$ cat src/design/invcnt_pkg.sv
// Shared types and constants for the inversion counter.
`timescale 1ns / 1ps
package invcnt_pkg;

    localparam int TOTAL_W = 15;
    localparam logic [TOTAL_W-1:0] TOTAL_MAX = 15'h7fff;

    // Control bits that travel with a word down the cell chain.
    typedef struct packed {
        logic valid;   // slot holds a word
        logic start;   // word opens a new sequence
        logic stored;  // word already placed in a cell
    } t_tok_ctrl;

endpackage

$ cat src/design/invcnt_acc.sv
// Output stage: running total with saturation, overflow flag and result register.
`timescale 1ns / 1ps
module invcnt_acc #(
    parameter int CNT_W = 9
) (
    input  logic                              i_clk,
    input  logic                              i_rst_n,
    input  logic                              i_stall,
    input  invcnt_pkg::t_tok_ctrl             i_ctrl,
    input  logic [CNT_W-1:0]                  i_cnt,
    output logic                              o_adv,
    output logic                              o_valid,
    output logic [invcnt_pkg::TOTAL_W-1:0]    o_total,
    output logic                              o_overflow
);

    localparam int SW = (CNT_W > invcnt_pkg::TOTAL_W ? CNT_W : invcnt_pkg::TOTAL_W) + 1;

    logic                           r_valid;
    logic [invcnt_pkg::TOTAL_W-1:0] r_total;
    logic [invcnt_pkg::TOTAL_W-1:0] n_total;
    logic                           r_ovf;
    logic                           n_ovf;
    logic [invcnt_pkg::TOTAL_W-1:0] w_base;
    logic                           w_base_ovf;
    logic [SW-1:0]                  w_sum;

    assign o_adv = !r_valid || !i_stall;

    assign w_base     = i_ctrl.start ? '0 : r_total;
    assign w_base_ovf = i_ctrl.start ? 1'b0 : r_ovf;
    assign w_sum      = SW'(w_base) + SW'(i_cnt);

    always_comb begin
        n_total = r_total;
        n_ovf   = r_ovf;
        if (i_ctrl.valid) begin
            n_total = w_base;
            n_ovf   = w_base_ovf;
            if (i_ctrl.stored) begin
                if (w_sum > SW'(invcnt_pkg::TOTAL_MAX)) begin
                    n_total = invcnt_pkg::TOTAL_MAX;
                end else begin
                    n_total = w_sum[invcnt_pkg::TOTAL_W-1:0];
                end
            end else begin
                n_ovf = 1'b1;
            end
        end
    end

    always_ff @(posedge i_clk) begin
        if (!i_rst_n) begin
            r_valid <= 1'b0;
            r_total <= '0;
            r_ovf   <= 1'b0;
        end else if (o_adv) begin
            r_valid <= i_ctrl.valid;
            r_total <= n_total;
            r_ovf   <= n_ovf;
        end
    end

    assign o_valid    = r_valid;
    assign o_total    = r_total;
    assign o_overflow = r_ovf;

endmodule

$ cat config.mk
export PLATFORM = sky130hd
export DESIGN_NAME = invcnt_acc
export DESIGN_NICKNAME = d
export VERILOG_FILES = /design/src/design/invcnt_pkg.sv /design/src/design/invcnt_acc.sv
export SDC_FILE = /design/constraint.sdc
export NUM_CORES = 1
export LEC_CHECK = 0
export BUFFER_PORTS_ARGS = -buffer_cell sky130_fd_sc_hd__buf_2
export CORE_ASPECT_RATIO = 0.6
export CORE_MARGIN = 1.5
export CORE_UTILIZATION = 45
export DETAILED_ROUTE_END_ITERATION = 8
export GPL_TIMING_DRIVEN = 0
export PLACE_DENSITY = 0.74
export SLEW_MARGIN = 20
export SYNTH_ARGS = -nofsm -noshare
export SYNTH_HDL_FRONTEND = slang
export SYNTH_SLANG_ARGS = --single-unit
$ cat constraint.sdc
create_clock -name i_clk -period 4.5 [get_ports i_clk]
set_input_delay 0.225 -clock i_clk [delete_from_list [all_inputs] [get_ports i_clk]]
set_output_delay 0.225 -clock i_clk [all_outputs]
set_load 0.005 [all_outputs]
# Word-level counts from Yosys, hierarchy flattened
# Cells that the tools add are included.
dict set report word_totals {
  register_bits 17
  inputBits 15
  output_inout_bits 18
  word_cells 16
}
dict set report classes {
  n_addsub 1
  order_cmp 1
  eq_ne 1
  n_mux 5
  n_reduce_logical 5
}
# cell n
set op_table {}
lappend op_table {{$mux 15} 3}
lappend op_table {{$add 15x9->16} 1}
lappend op_table {{$gt 16x15->1 const B} 1}
lappend op_table {{$reduce_and 3->1} 1}
lappend op_table {{$logic_not 1->1} 2}
lappend op_table {{$mux 1} 2}
lappend op_table {{$ne 2x1->1 const B} 1}
lappend op_table {{$reduce_and 2->1} 1}
lappend op_table {{$logic_or 1x1->1} 1}

# Longest topological paths before layout
dict set report logic_depth {
  ltp_word 5
  depth_mapped 9
}

# Worst setup path before layout
# OpenSTA, ideal clock, no wires.
dict set report synth_path {
  path_type {input -> register}
  startpoint {input i_ctrl[1] in the netlist's numbering}
  endpoint {register r_total (netlist bit o_total[8])}
  setup_time_ns 0.069
  t_arrival_ns 2.234
  t_required_ns 4.431
  setup_slack_ns 2.197
  path_stages 9
  cell_sequence {clkbuf_1 > nor2b_1 > ha_1 > fa_1 > a211oi_1 > o211ai_1 > and3_2 > o211a_1 > o21ai_1}
}
dict set report synth_via {
  elab_chain_cells 5
}
# item line_no
set synth_rtl {}
lappend synth_rtl {{from (decl)} invcnt_acc.sv:9} ;# input invcnt_pkg::t_tok_ctrl i_ctrl,
lappend synth_rtl {{$mux 15 *} invcnt_acc.sv:30} ;# assign w_base = i_ctrl.start ? '0 : r_total;
lappend synth_rtl {{$add 15x9->16} invcnt_acc.sv:32} ;# assign w_sum = SW'(w_base) + SW'(i_cnt);
lappend synth_rtl {{$gt 16x15->1} invcnt_acc.sv:41} ;# if (w_sum > SW'(invcnt_pkg::TOTAL_MAX)) begin
lappend synth_rtl {{$mux 15} invcnt_acc.sv:41}
lappend synth_rtl {{$mux 15 *} invcnt_acc.sv:40} ;# if (i_ctrl.stored) begin
lappend synth_rtl {{to (signal assigned)} invcnt_acc.sv:59} ;# r_total <= n_total;
lappend synth_rtl {{to (decl)} invcnt_acc.sv:20} ;# logic [invcnt_pkg::TOTAL_W-1:0] r_total;
# Mark *: on every way between the ends. The rest lies on a longest branch, timed or not.
# A chain may end at the register's enable or synchronous reset.

# Final worst setup path
# Ends and elaborated chain as after synthesis.

==> out/metrics.cfg <==
[clock_tree]
h-tree-depth=1
post_cts_resized=0
clk_latency_ps=260
clk_pin_slew_ps=70
cts-root-buf=clkbuf_8
postCtsSetupBuffers=0
cts_max_path_buffers=2
cts_tree=yes
numCtsBuffers=3
clock_sink_count=17
postCtsHoldBufs=0

[final_layout]
fin_nets=237
final-seq-area_sq_um=340
layout.filler_cells=293
area_delta_synth_final_pct=17.8
drive_above_1_share_pct=24.2
multi_input_area_sq_mm=0.00103
diodes=0

[yosys]
synth_edf_count=0
seq_area_frac_synth_pct=24.0
yosysMostFrequentCell=a21oi_1
netlist_area_sq_mm=0.00142
yosys.area.top_type=dfxtp_1
ys_ff_latch=17
yosys.cell_types.count=52
yosys-top-cells-area=dfxtp_1 24%, ha_1 7.9%, a21oi_1 7.1%, nand2_1 5.0%, nor2b_1 4.4%
synth_commonest_cells=20 x a21oi_1, 19 x nand2_1, 17 x dfxtp_1
synth_nets=201
ys_dominant_reg_cell=dfxtp_1
avgSynthCellArea_sq_um=8.05
async_reset_ff_share_pct=0
ys_warn_count=0
syn_inst=176
netlist.area_leader.share_pct=24.0

[critical_path]
reg2reg_slack_ps=2000
r2r-start=o_total[0]
r2r_cells=8
start_kind=input port
path_class=in2reg
cp_data_required_time_ps=4680
cp-end-kind=flip-flop
cp_max_fo=10
r2r-end=o_total[8]
arrival_ps=2710

[timing]
hold_viol=0
fin_worst_skew_ps=3.76
hold_ws_ps=211
drv_slew=0
max_freq_ghz=0.396
grt_setup_unrepaired=no
tightest_slew_ps=562
setup_violations=0
slew-limit-headroom_pct=62.6
min_period_ps=2530
finalCritPeriodShare_pct=56.2
final.setup.tns_ps=0

[grt]
grt_max_degree=11
grt_overflow_total=0
first_global_vias=1268
antenna_found_initial=0
grt_util_all_layers_pct=23.7
grt_pass1_wl_microns=6070

[die]
initial_core_util_pct=48.4
die_area_sq_mm=0.00351
pin_count=33
core_area_sq_mm=0.00293
fp.dieW_microns=75.5
dieHeight_microns=46.5
rows=15

[drt]
wl_per_cell_microns=15.9
wl_microns=4010
viasPerCell=6.04
drc=0
dr.first_iter.drc_count=137
vias=1528
drtPass1Iterations=5
ant_nets=0

[run_status]
outcome=finished clean

[hold_path]
hold_path_class=in2reg
hold_start=i_ctrl[2]
min_to=o_valid
worstHoldPathCells=3

[placement]
io_buffers=31
place_congestion=0.960
dpl.hpwl_microns=3080

[power]
finalPower_uw=383
power.density_mw_per_mm2=229
ir_drop_mv=0.101
p_leak_uw=0.000762

[flow_run]
maxCapViolations=0

-- flip-flops by register name (all words and copies together), names as in the netlist --
| register | count |
|---|---|
| o_overflow | 1 |
| o_total | 15 |
| o_valid | 1 |
-- placed cells by master (no fill, tap or decap), types with 2 or more instances in the layout --
master / instances
buf_2: 32
a21oi_1: 20
nand2_1: 19
dfxtp_1: 17
nor2_1: 12
nor2b_1: 10
ha_1: 9
o21ai_0: 8
a311oi_1: 6
clkbuf_1: 5
nand3_1: 5
o211ai_1: 5
inv_1: 4
xor2_1: 4
o211ai_2: 3
nor3_1: 3
clkbuf_8: 3
o21a_1: 2
a31oi_1: 2
nand4_1: 2
o31a_1: 2
o21ai_1: 2
o211a_1: 2
or2_2: 2
a21o_1: 2
a32oi_1: 2
a31o_2: 2
-- layout make-up --
cell class / count / area share [%]
buffer: 6 / 1.87
clock buffer: 4 / 2.70
inverter: 5 / 1.12
multi-input combinational: 148 / 61.5
sequential: 17 / 20.4
tap: 42 / 3.15
timing repair buffer: 31 / 9.29
-- critical path, stage by stage --
cell,delay [ps]
clkbuf_1,420
nor2b_1,100
ha_1,260
fa_1,450
a211oi_1,440
o211ai_1,180
and3_2,240
o211a_1,220
o21ai_1,160
-- report_power, final --
part	internal, uW	switching (uW)
clock network	63.0	53.5
logic	41.9	61.2
registers	158	6.03
total	263	121
-- layer usage --
| metal | vias to the layer above | GRT usage (%) | part of all wire, % |
|---|---|---|---|
| met5 | - | 0 | 0 |
| met4 | 0 | 4.64 | 1.0 |
| met3 | 9 | 6.78 | 9.8 |
| met2 | 82 | 35.1 | 41 |
| met1 | 688 | 34.2 | 48 |
| li1 | 749 | - | - |
-- through the flow --
step                setup slack (ps)  std cells  utilization [%]  cell area [sq um]
floorplan                       2200        176                -               1420
global placement                1790        249             55.5               1630
detailed placement              1760        249             55.5               1630
CTS                             2000        253             57.1               1670
global route                    1840        253             57.1               1670
finish                          1970        253             57.1               1670
-- cells by family after synthesis --
kind of cell / share of synthesized area (%)
mux: 0.706
flops: 24.0
buf+inv: 3.53
compound gates: 36.3
simple gates: 23.0
fa+ha+maj: 9.36
xor+xnor: 3.09
-- worst max path at each step --
stage	start	cells after the start	endpoint	slack [ps]
6_report	i_ctrl[1]	9	o_total[8]	1970
5_1_grt	i_ctrl[1]	9	o_total[12]	1840
4_1_cts	i_ctrl[1]	9	o_total[8]	2000
3_5_place_dp	i_ctrl[1]	9	o_total[8]	1760
3_3_place_gp	i_ctrl[1]	9	o_total[8]	1790
2_1_floorplan	i_ctrl[1]	9	o_total[8]	2200
Power figures use the tool's default switching activity.
