## src/design/invcnt_pkg.sv

```systemverilog
// Shared types and constants for the inversion counter.
`timescale 1ns / 1ps
package invcnt_pkg;

    localparam int TOTAL_W = 15;
    localparam logic [TOTAL_W-1:0] TOTAL_MAX = 15'h7fff;

    // Control bits that travel with a word down the cell chain.
    typedef struct packed {
        logic valid;   // slot holds a word
        logic start;   // word opens a new sequence
        logic stored;  // word already placed in a cell
    } t_tok_ctrl;

endpackage

```

## src/design/invcnt_cell.sv

```systemverilog
// One cell of the chain: holds one stored key and counts greater keys for passing words.
`timescale 1ns / 1ps
module invcnt_cell #(
    parameter int VALUE_WIDTH = 32,
    parameter int CNT_W       = 9
) (
    input  logic                     i_clk,
    input  logic                     i_rst_n,
    input  logic                     i_adv,
    input  invcnt_pkg::t_tok_ctrl    i_ctrl,
    input  logic [VALUE_WIDTH-1:0]   i_key,
    input  logic [CNT_W-1:0]         i_cnt,
    output invcnt_pkg::t_tok_ctrl    o_ctrl,
    output logic [VALUE_WIDTH-1:0]   o_key,
    output logic [CNT_W-1:0]         o_cnt
);

    logic                   r_full;
    logic                   n_full;
    logic [VALUE_WIDTH-1:0] r_key;
    logic [VALUE_WIDTH-1:0] n_key;
    invcnt_pkg::t_tok_ctrl  r_ctrl;
    invcnt_pkg::t_tok_ctrl  n_ctrl;
    logic [VALUE_WIDTH-1:0] r_tok_key;
    logic [CNT_W-1:0]       r_cnt;
    logic [CNT_W-1:0]       n_cnt;
    logic                   w_held;

    // A start word empties every cell it passes.
    assign w_held = r_full && !i_ctrl.start;

    always_comb begin
        n_full = r_full;
        n_key  = r_key;
        n_ctrl = i_ctrl;
        n_cnt  = i_cnt;
        if (i_ctrl.valid) begin
            if (w_held && (r_key > i_key)) begin
                n_cnt = i_cnt + CNT_W'(1);
            end
            if (!w_held && !i_ctrl.stored) begin
                n_full        = 1'b1;
                n_key         = i_key;
                n_ctrl.stored = 1'b1;
            end else begin
                n_full = w_held;
            end
        end
    end

    always_ff @(posedge i_clk) begin
        if (!i_rst_n) begin
            r_full <= 1'b0;
            r_ctrl <= '0;
        end else if (i_adv) begin
            r_full <= n_full;
            r_ctrl <= n_ctrl;
        end
    end

    always_ff @(posedge i_clk) begin
        if (i_adv) begin
            r_key     <= n_key;
            r_tok_key <= i_key;
            r_cnt     <= n_cnt;
        end
    end

    assign o_ctrl = r_ctrl;
    assign o_key  = r_tok_key;
    assign o_cnt  = r_cnt;

endmodule

```

## config.mk

```make
export PLATFORM = sky130hd
export DESIGN_NAME = invcnt_cell
export DESIGN_NICKNAME = d
export VERILOG_FILES = /design/src/design/invcnt_pkg.sv /design/src/design/invcnt_cell.sv
export SDC_FILE = /design/constraint.sdc
export NUM_CORES = 1
export LEC_CHECK = 0
export ABC_AREA = 1
export BUFFER_PORTS_ARGS = -buffer_cell sky130_fd_sc_hd__buf_2
export CAP_MARGIN = 10
export CORE_MARGIN = 2
export CORE_UTILIZATION = 30
export CTS_CLUSTER_SIZE = 20
export DETAILED_ROUTE_END_ITERATION = 12
export GPL_TIMING_DRIVEN = 1
export HOLD_SLACK_MARGIN = 0.06
export SLEW_MARGIN = 20
export SYNTH_ARGS = -nofsm -noshare
export SYNTH_HDL_FRONTEND = slang
export SYNTH_SLANG_ARGS = --single-unit
```

## constraint.sdc

```tcl
create_clock -name i_clk -period 3 [get_ports i_clk]
set_input_delay 0.15 -clock i_clk [delete_from_list [all_inputs] [get_ports i_clk]]
set_output_delay 0.15 -clock i_clk [all_outputs]
set_load 0.1 [all_outputs]
```

Yosys cells after proc, flatten, opt, wreduce, memory -nomap -nowiden
Index checks and enable logic that the tools add are counted.
Storage, ports and cells
  register bits: 77
  output and inout port bits: 44
  word-level logic and storage cells: 22
Cells by class
  add/subtract/negate cells: 1
  magnitude comparators: 1
  mux-type cells: 5
  reduce and logical (&&, ||, !) cells: 8
Operators with widths (count)
  32-bit greater-than comparator: 1
  9-bit two-way mux: 2
  9-bit by 1-bit adder with 9-bit output (second input constant): 1
  1-bit logical AND: 3
  1-bit zero test: 3
  1-bit two-way mux: 3
  3-bit AND reduction: 1
  2-bit AND reduction: 1

Logic depth before layout (Yosys ltp)
  depth in word-level cells: 6
  gate-level depth with buffers: 18

Least setup slack after synthesis
Ideal clock, no wire load.
  kind: reg-to-reg
  from: register r_full
  to: register r_key[0] (enable)
  arrival: 1850 ps
  required time: 2579 ps
  setup slack: 729 ps
  cell stages (with the launch flop): 4
  path through: dfxtp_1 -> inv_1 -> o21ai_0 -> nor2_1
Between the ends
  word-level cells in the longest chain between the ends: 4
Ends and longest elaborated chain
  start: declaration: RTL line invcnt_cell.sv:18  | logic r_full;
  start signal: assignment: RTL line invcnt_cell.sv:56  | r_full <= n_full;
  1-bit logical AND: RTL line invcnt_cell.sv:30  | assign w_held = r_full && !i_ctrl.start;
  1-bit zero test: RTL line invcnt_cell.sv:41  | if (!w_held && !i_ctrl.stored) begin
  1-bit logical AND: RTL line invcnt_cell.sv:41
  3-bit AND reduction (no line)
  end signal: assignment: RTL line invcnt_cell.sv:63  | r_key <= n_key;
  end: declaration: RTL line invcnt_cell.sv:20  | logic [VALUE_WIDTH-1:0] r_key;
No other way between the ends.
A chain may end at the register's enable or synchronous reset.

Worst setup path after layout
  from: input port i_key[7]
  to: register r_cnt[6] (netlist: o_cnt[6]) (data pin)
Between the ends
  word-level cells in the longest chain between the ends: 4
Ends and longest elaborated chain
  start: declaration: RTL line invcnt_cell.sv:11  | input logic [VALUE_WIDTH-1:0] i_key,
  32-bit greater-than comparator: RTL line invcnt_cell.sv:38  | if (w_held && (r_key > i_key)) begin
  1-bit logical AND: RTL line invcnt_cell.sv:38
  9-bit two-way mux: RTL line invcnt_cell.sv:38
  9-bit two-way mux: RTL line invcnt_cell.sv:37  | if (i_ctrl.valid) begin
  net n_cnt[6]: RTL line invcnt_cell.sv:26  | logic [CNT_W-1:0] n_cnt;
  end signal: assignment: RTL line invcnt_cell.sv:65  | r_cnt <= n_cnt;
  end: declaration: RTL line invcnt_cell.sv:25  | logic [CNT_W-1:0] r_cnt;
The timed path passes the listed nets, and every way through them passes these cells.

==> run_summary.xml <==
<?xml version="1.0" encoding="UTF-8"?>
<metrics>
  <group name="timing">
    <metric name="min_period" unit="ps">2088</metric>
    <metric name="worst_clock_skew" unit="ps">6.031</metric>
    <metric name="rsz0062_at_grt" unit="">false</metric>
    <metric name="report.final.slew_viol_count" unit="">0</metric>
    <metric name="fin_worst_hold_slack" unit="ps">96.37</metric>
    <metric name="final-setup-viol-count" unit="">0</metric>
    <metric name="timing.fmax" unit="MHz">478.8</metric>
    <metric name="min_period_over_period" unit="">0.6962</metric>
    <metric name="timing_hold_violations_final" unit="">0</metric>
    <metric name="tightestPinTransition" unit="ps">974.3</metric>
    <metric name="worst_slack" unit="ps">911.5</metric>
    <metric name="slew_headroom" unit="">0.3489</metric>
    <metric name="totalNegativeSetupSlack" unit="ps">0</metric>
  </group>
  <group name="synth">
    <metric name="mappedNetlistNets" unit="">375</metric>
    <metric name="yosysUniqueCellTypes" unit="">25</metric>
    <metric name="avgSynthCellArea" unit="sq um">11.94</metric>
    <metric name="synth_seq_cells" unit="">77</metric>
    <metric name="mappedNetlistArea" unit="sq um">3523</metric>
    <metric name="main_area_contributors_after_synthesis" unit="">edfxtp_1 62%, ha_1 12%, nand2_1 6.3%, inv_1 6.0%, dfxtp_1 2.3%</metric>
    <metric name="synth_area_leader_cell" unit="">edfxtp_1</metric>
    <metric name="post_synth_inst_count" unit="">295</metric>
    <metric name="synthesis.yosys.warnings" unit="">0</metric>
    <metric name="post-synth-top-area-fraction" unit="">0.6222</metric>
    <metric name="yosysSeqAreaShare" unit="">0.6449</metric>
  </group>
  <group name="worst_setup_path">
    <metric name="cp-start-kind" unit="">primary input</metric>
    <metric name="crit_arrival" unit="ps">2180</metric>
    <metric name="critical_path.reg2reg.endpoint" unit="">o_cnt[6]</metric>
    <metric name="r2r.worst_path.cells" unit="">10</metric>
    <metric name="setup.worst_path.end_class" unit="">register</metric>
    <metric name="worst-path-max-fanout" unit="">5</metric>
    <metric name="reg2reg_setup_slack" unit="ps">1020</metric>
    <metric name="required" unit="ps">3090</metric>
    <metric name="path_class" unit="">in2reg</metric>
    <metric name="r2r-start" unit="">r_key[7]</metric>
  </group>
  <group name="placed_design">
    <metric name="post-dp-hpwl" unit="microns">4966</metric>
    <metric name="io_buffer_count" unit="">90</metric>
    <metric name="detailed_place.area" unit="sq um">4168</metric>
    <metric name="gpl.final_weighted_congestion" unit="">0.7835</metric>
    <metric name="place_worst_setup_slack" unit="ps">1003</metric>
  </group>
  <group name="global_routing">
    <metric name="grt_pass1_vias" unit="">2527</metric>
    <metric name="antenna_violations_before_repair" unit="">0</metric>
    <metric name="grt_max_degree" unit="">46</metric>
    <metric name="grt_pass1_wl" unit="microns">12010</metric>
    <metric name="globalRouteTotalUtil" unit="">0.1224</metric>
    <metric name="grt_overflow_total" unit="">0</metric>
  </group>
  <group name="floorplanning">
    <metric name="core" unit="sq um">11420</metric>
    <metric name="die_y" unit="microns">112.4</metric>
    <metric name="io-pin-count" unit="">91</metric>
    <metric name="die_ar" unit="sq um">12630</metric>
    <metric name="floorplan.initialDensity" unit="">0.3086</metric>
    <metric name="fp-row-count" unit="">39</metric>
    <metric name="die_w" unit="microns">112.4</metric>
  </group>
  <group name="routing">
    <metric name="drt_first_pass_iters" unit="">4</metric>
    <metric name="route.detailed.vias_per_inst" unit="">4.227</metric>
    <metric name="antenna_violating_nets_post_route" unit="">0</metric>
    <metric name="wl_per_cell" unit="microns">12.30</metric>
    <metric name="detail_route.drc_violations" unit="">0</metric>
    <metric name="count_of_routing_violations_after_the_opening_detailed_route_iteration" unit="">77</metric>
    <metric name="number_of_vias_in_the_routed_layout" unit="">2443</metric>
    <metric name="drt-total-wl" unit="microns">7112</metric>
  </group>
  <group name="pwr">
    <metric name="power.density" unit="nW/um^2">610.8</metric>
    <metric name="vdd_drop_max" unit="mV">0.2715</metric>
    <metric name="power.combinational.fraction" unit="">0.201</metric>
    <metric name="net-switching-power" unit="W">0.0008932</metric>
    <metric name="p_clk_frac" unit="">0.368</metric>
    <metric name="power_report.internal_total" unit="W">0.002035</metric>
    <metric name="p_seq_frac" unit="">0.430</metric>
    <metric name="p_sw_frac" unit="">0.3050</metric>
    <metric name="power.leakage" unit="nW">2.233</metric>
  </group>
  <group name="worst_hold_path">
    <metric name="hold-path-endpoint" unit="">o_ctrl[1]</metric>
    <metric name="start_point_of_the_worst_hold_path" unit="">i_ctrl[1]</metric>
    <metric name="worst_hold_path.num_cells" unit="">3</metric>
    <metric name="hold_path_class" unit="">in2reg</metric>
  </group>
  <group name="run_status">
    <metric name="outcome" unit="">completed</metric>
  </group>
  <group name="run">
    <metric name="maximum_capacitance_violations" unit="">0</metric>
  </group>
  <group name="clock_tree">
    <metric name="cts_tree" unit="">done</metric>
    <metric name="clk_path_buf_depth" unit="">2</metric>
    <metric name="clkLatencyLatePin" unit="ps">330</metric>
    <metric name="cts_inserted_buffers" unit="">9</metric>
    <metric name="clkSinkCount" unit="">77</metric>
    <metric name="buffer_count_from_post_cts_setup_fixing" unit="">0</metric>
    <metric name="clkSlewWorstSetupHoldPaths" unit="ps">60</metric>
    <metric name="cts_hold_buf" unit="">33</metric>
    <metric name="htree_num_levels" unit="">3</metric>
    <metric name="clock-root-buffer" unit="">clkbuf_16</metric>
    <metric name="cts_resized" unit="">0</metric>
  </group>
  <group name="finish">
    <metric name="layout-area-overhead-vs-synth" unit="%">36.04</metric>
    <metric name="n_fill_cell" unit="">1110</metric>
    <metric name="insertedDiodeCount" unit="">0</metric>
    <metric name="nNetsFinal" unit="">510</metric>
    <metric name="drive_above_1_share" unit="">0.2736</metric>
    <metric name="most_common_library_cell_in_the_layout_ignoring_fill_and_taps" unit="">buf_2</metric>
    <metric name="final_area" unit="sq um">4793</metric>
    <metric name="mostFrequentLayoutCells" unit="">90 x buf_2, 73 x edfxtp_1, 59 x nand2_1, 56 x inv_1</metric>
  </group>
</metrics>
[cell type report]
cell class | instances | area [sq um] | area share
sequential | 77 | 2272 | 0.4740
timing repair buffer | 124 | 788.3 | 0.1644
clock inverter | 4 | 48.80 | 0.01018
tap | 143 | 178.9 | 0.03733
inverter | 58 | 217.7 | 0.04542
multi-input combinational | 160 | 1041 | 0.2172
clock buffer | 12 | 246.5 | 0.05142
[worst max-delay path by stage]
stage / slack [ps] / end / from / cells after the start
final: 910 / o_cnt[6] / i_key[7] / 13
after global routing: 710 / o_cnt[3] / i_key[7] / 17
after CTS: 900 / o_cnt[3] / i_key[7] / 17
after detailed placement: 1000 / o_cnt[3] / r_key[7] / 14
after global placement: 1060 / o_cnt[6] / r_key[7] / 10
after floorplan: 730 / r_key[0] / r_full / 3
[per-layer routing]
metal | global-route usage | up-vias | wire length (microns)
met1 | 0.1552 | 1117 | 3253
met4 | 0.04390 | 0 | 89
met3 | 0.04050 | 9 | 368
met2 | 0.1968 | 61 | 3400
met5 | 0 | - | 0
li1 | - | 1256 | -
[critical path, stage by stage]
cell,delay [ps]
dlygate4sd3_1,530
buf_2,120
inv_1,40
ha_1,280
nand2_1,70
nor2_1,170
nand4_1,110
nor2_1,170
nand2_1,170
nand2_4,160
inv_2,70
nand3b_1,80
nand2_1,60
[Yosys cell counts]
| library cell | count |
|---|---|
| edfxtp_1 | 73 |
| nand2_1 | 59 |
| inv_1 | 56 |
| ha_1 | 33 |
| nor2_1 | 17 |
| a21oi_1 | 15 |
| nor2_2 | 6 |
| o21ai_0 | 6 |
| nand4_1 | 5 |
| dfxtp_1 | 4 |
| nand3_1 | 4 |
| and3_1 | 2 |
| nand2_4 | 2 |
| nand3b_1 | 2 |
| a21o_1 | 1 |
| clkinv_1 | 1 |
| inv_2 | 1 |
| nand2_2 | 1 |
| nor2_4 | 1 |
| nor2_8 | 1 |
| nor3_1 | 1 |
| o21a_1 | 1 |
| o221ai_1 | 1 |
| xor2_1 | 1 |
| xor2_2 | 1 |
[registers in the layout, indices dropped and copies added, names as in the netlist]
| signal | count |
|---|---|
| o_ctrl | 3 |
| o_key | 32 |
| r_key | 32 |
| o_cnt | 9 |
| r_full | 1 |
[power groups by stage]
stage | sequential, W | combinational [W] | clock [W]
2_1_floorplan | 0.00162 | 0.0000957 | 0
3_3_place_gp | 0.00128 | 0.000554 | 0
5_1_grt | 0.00126 | 0.000628 | 0.00117
6_report | 0.00126 | 0.000589 | 0.00108
3_5_place_dp | 0.00128 | 0.000560 | 0
4_1_cts | 0.00126 | 0.000596 | 0.00112
[cells by family after synthesis]
logic type | after synthesis | share of synthesized area
buf+inv | 58 | 0.06179
fa+ha+maj | 33 | 0.1172
simple gates | 101 | 0.1325
flops | 77 | 0.6449
compound gates | 24 | 0.03658
xor+xnor | 2 | 0.007104
[metrics by stage]
step / instances / total power [W] / util
detailed placement: 529 / 0.001843 / 0.3650
CTS: 578 / 0.002972 / 0.4198
finish: 578 / 0.002928 / 0.4198
global route: 578 / 0.003061 / 0.4198
global placement: 529 / 0.001834 / 0.3650
floorplan: 295 / 0.001715 / -
No activity file was read; power rests on OpenSTA's default activity.
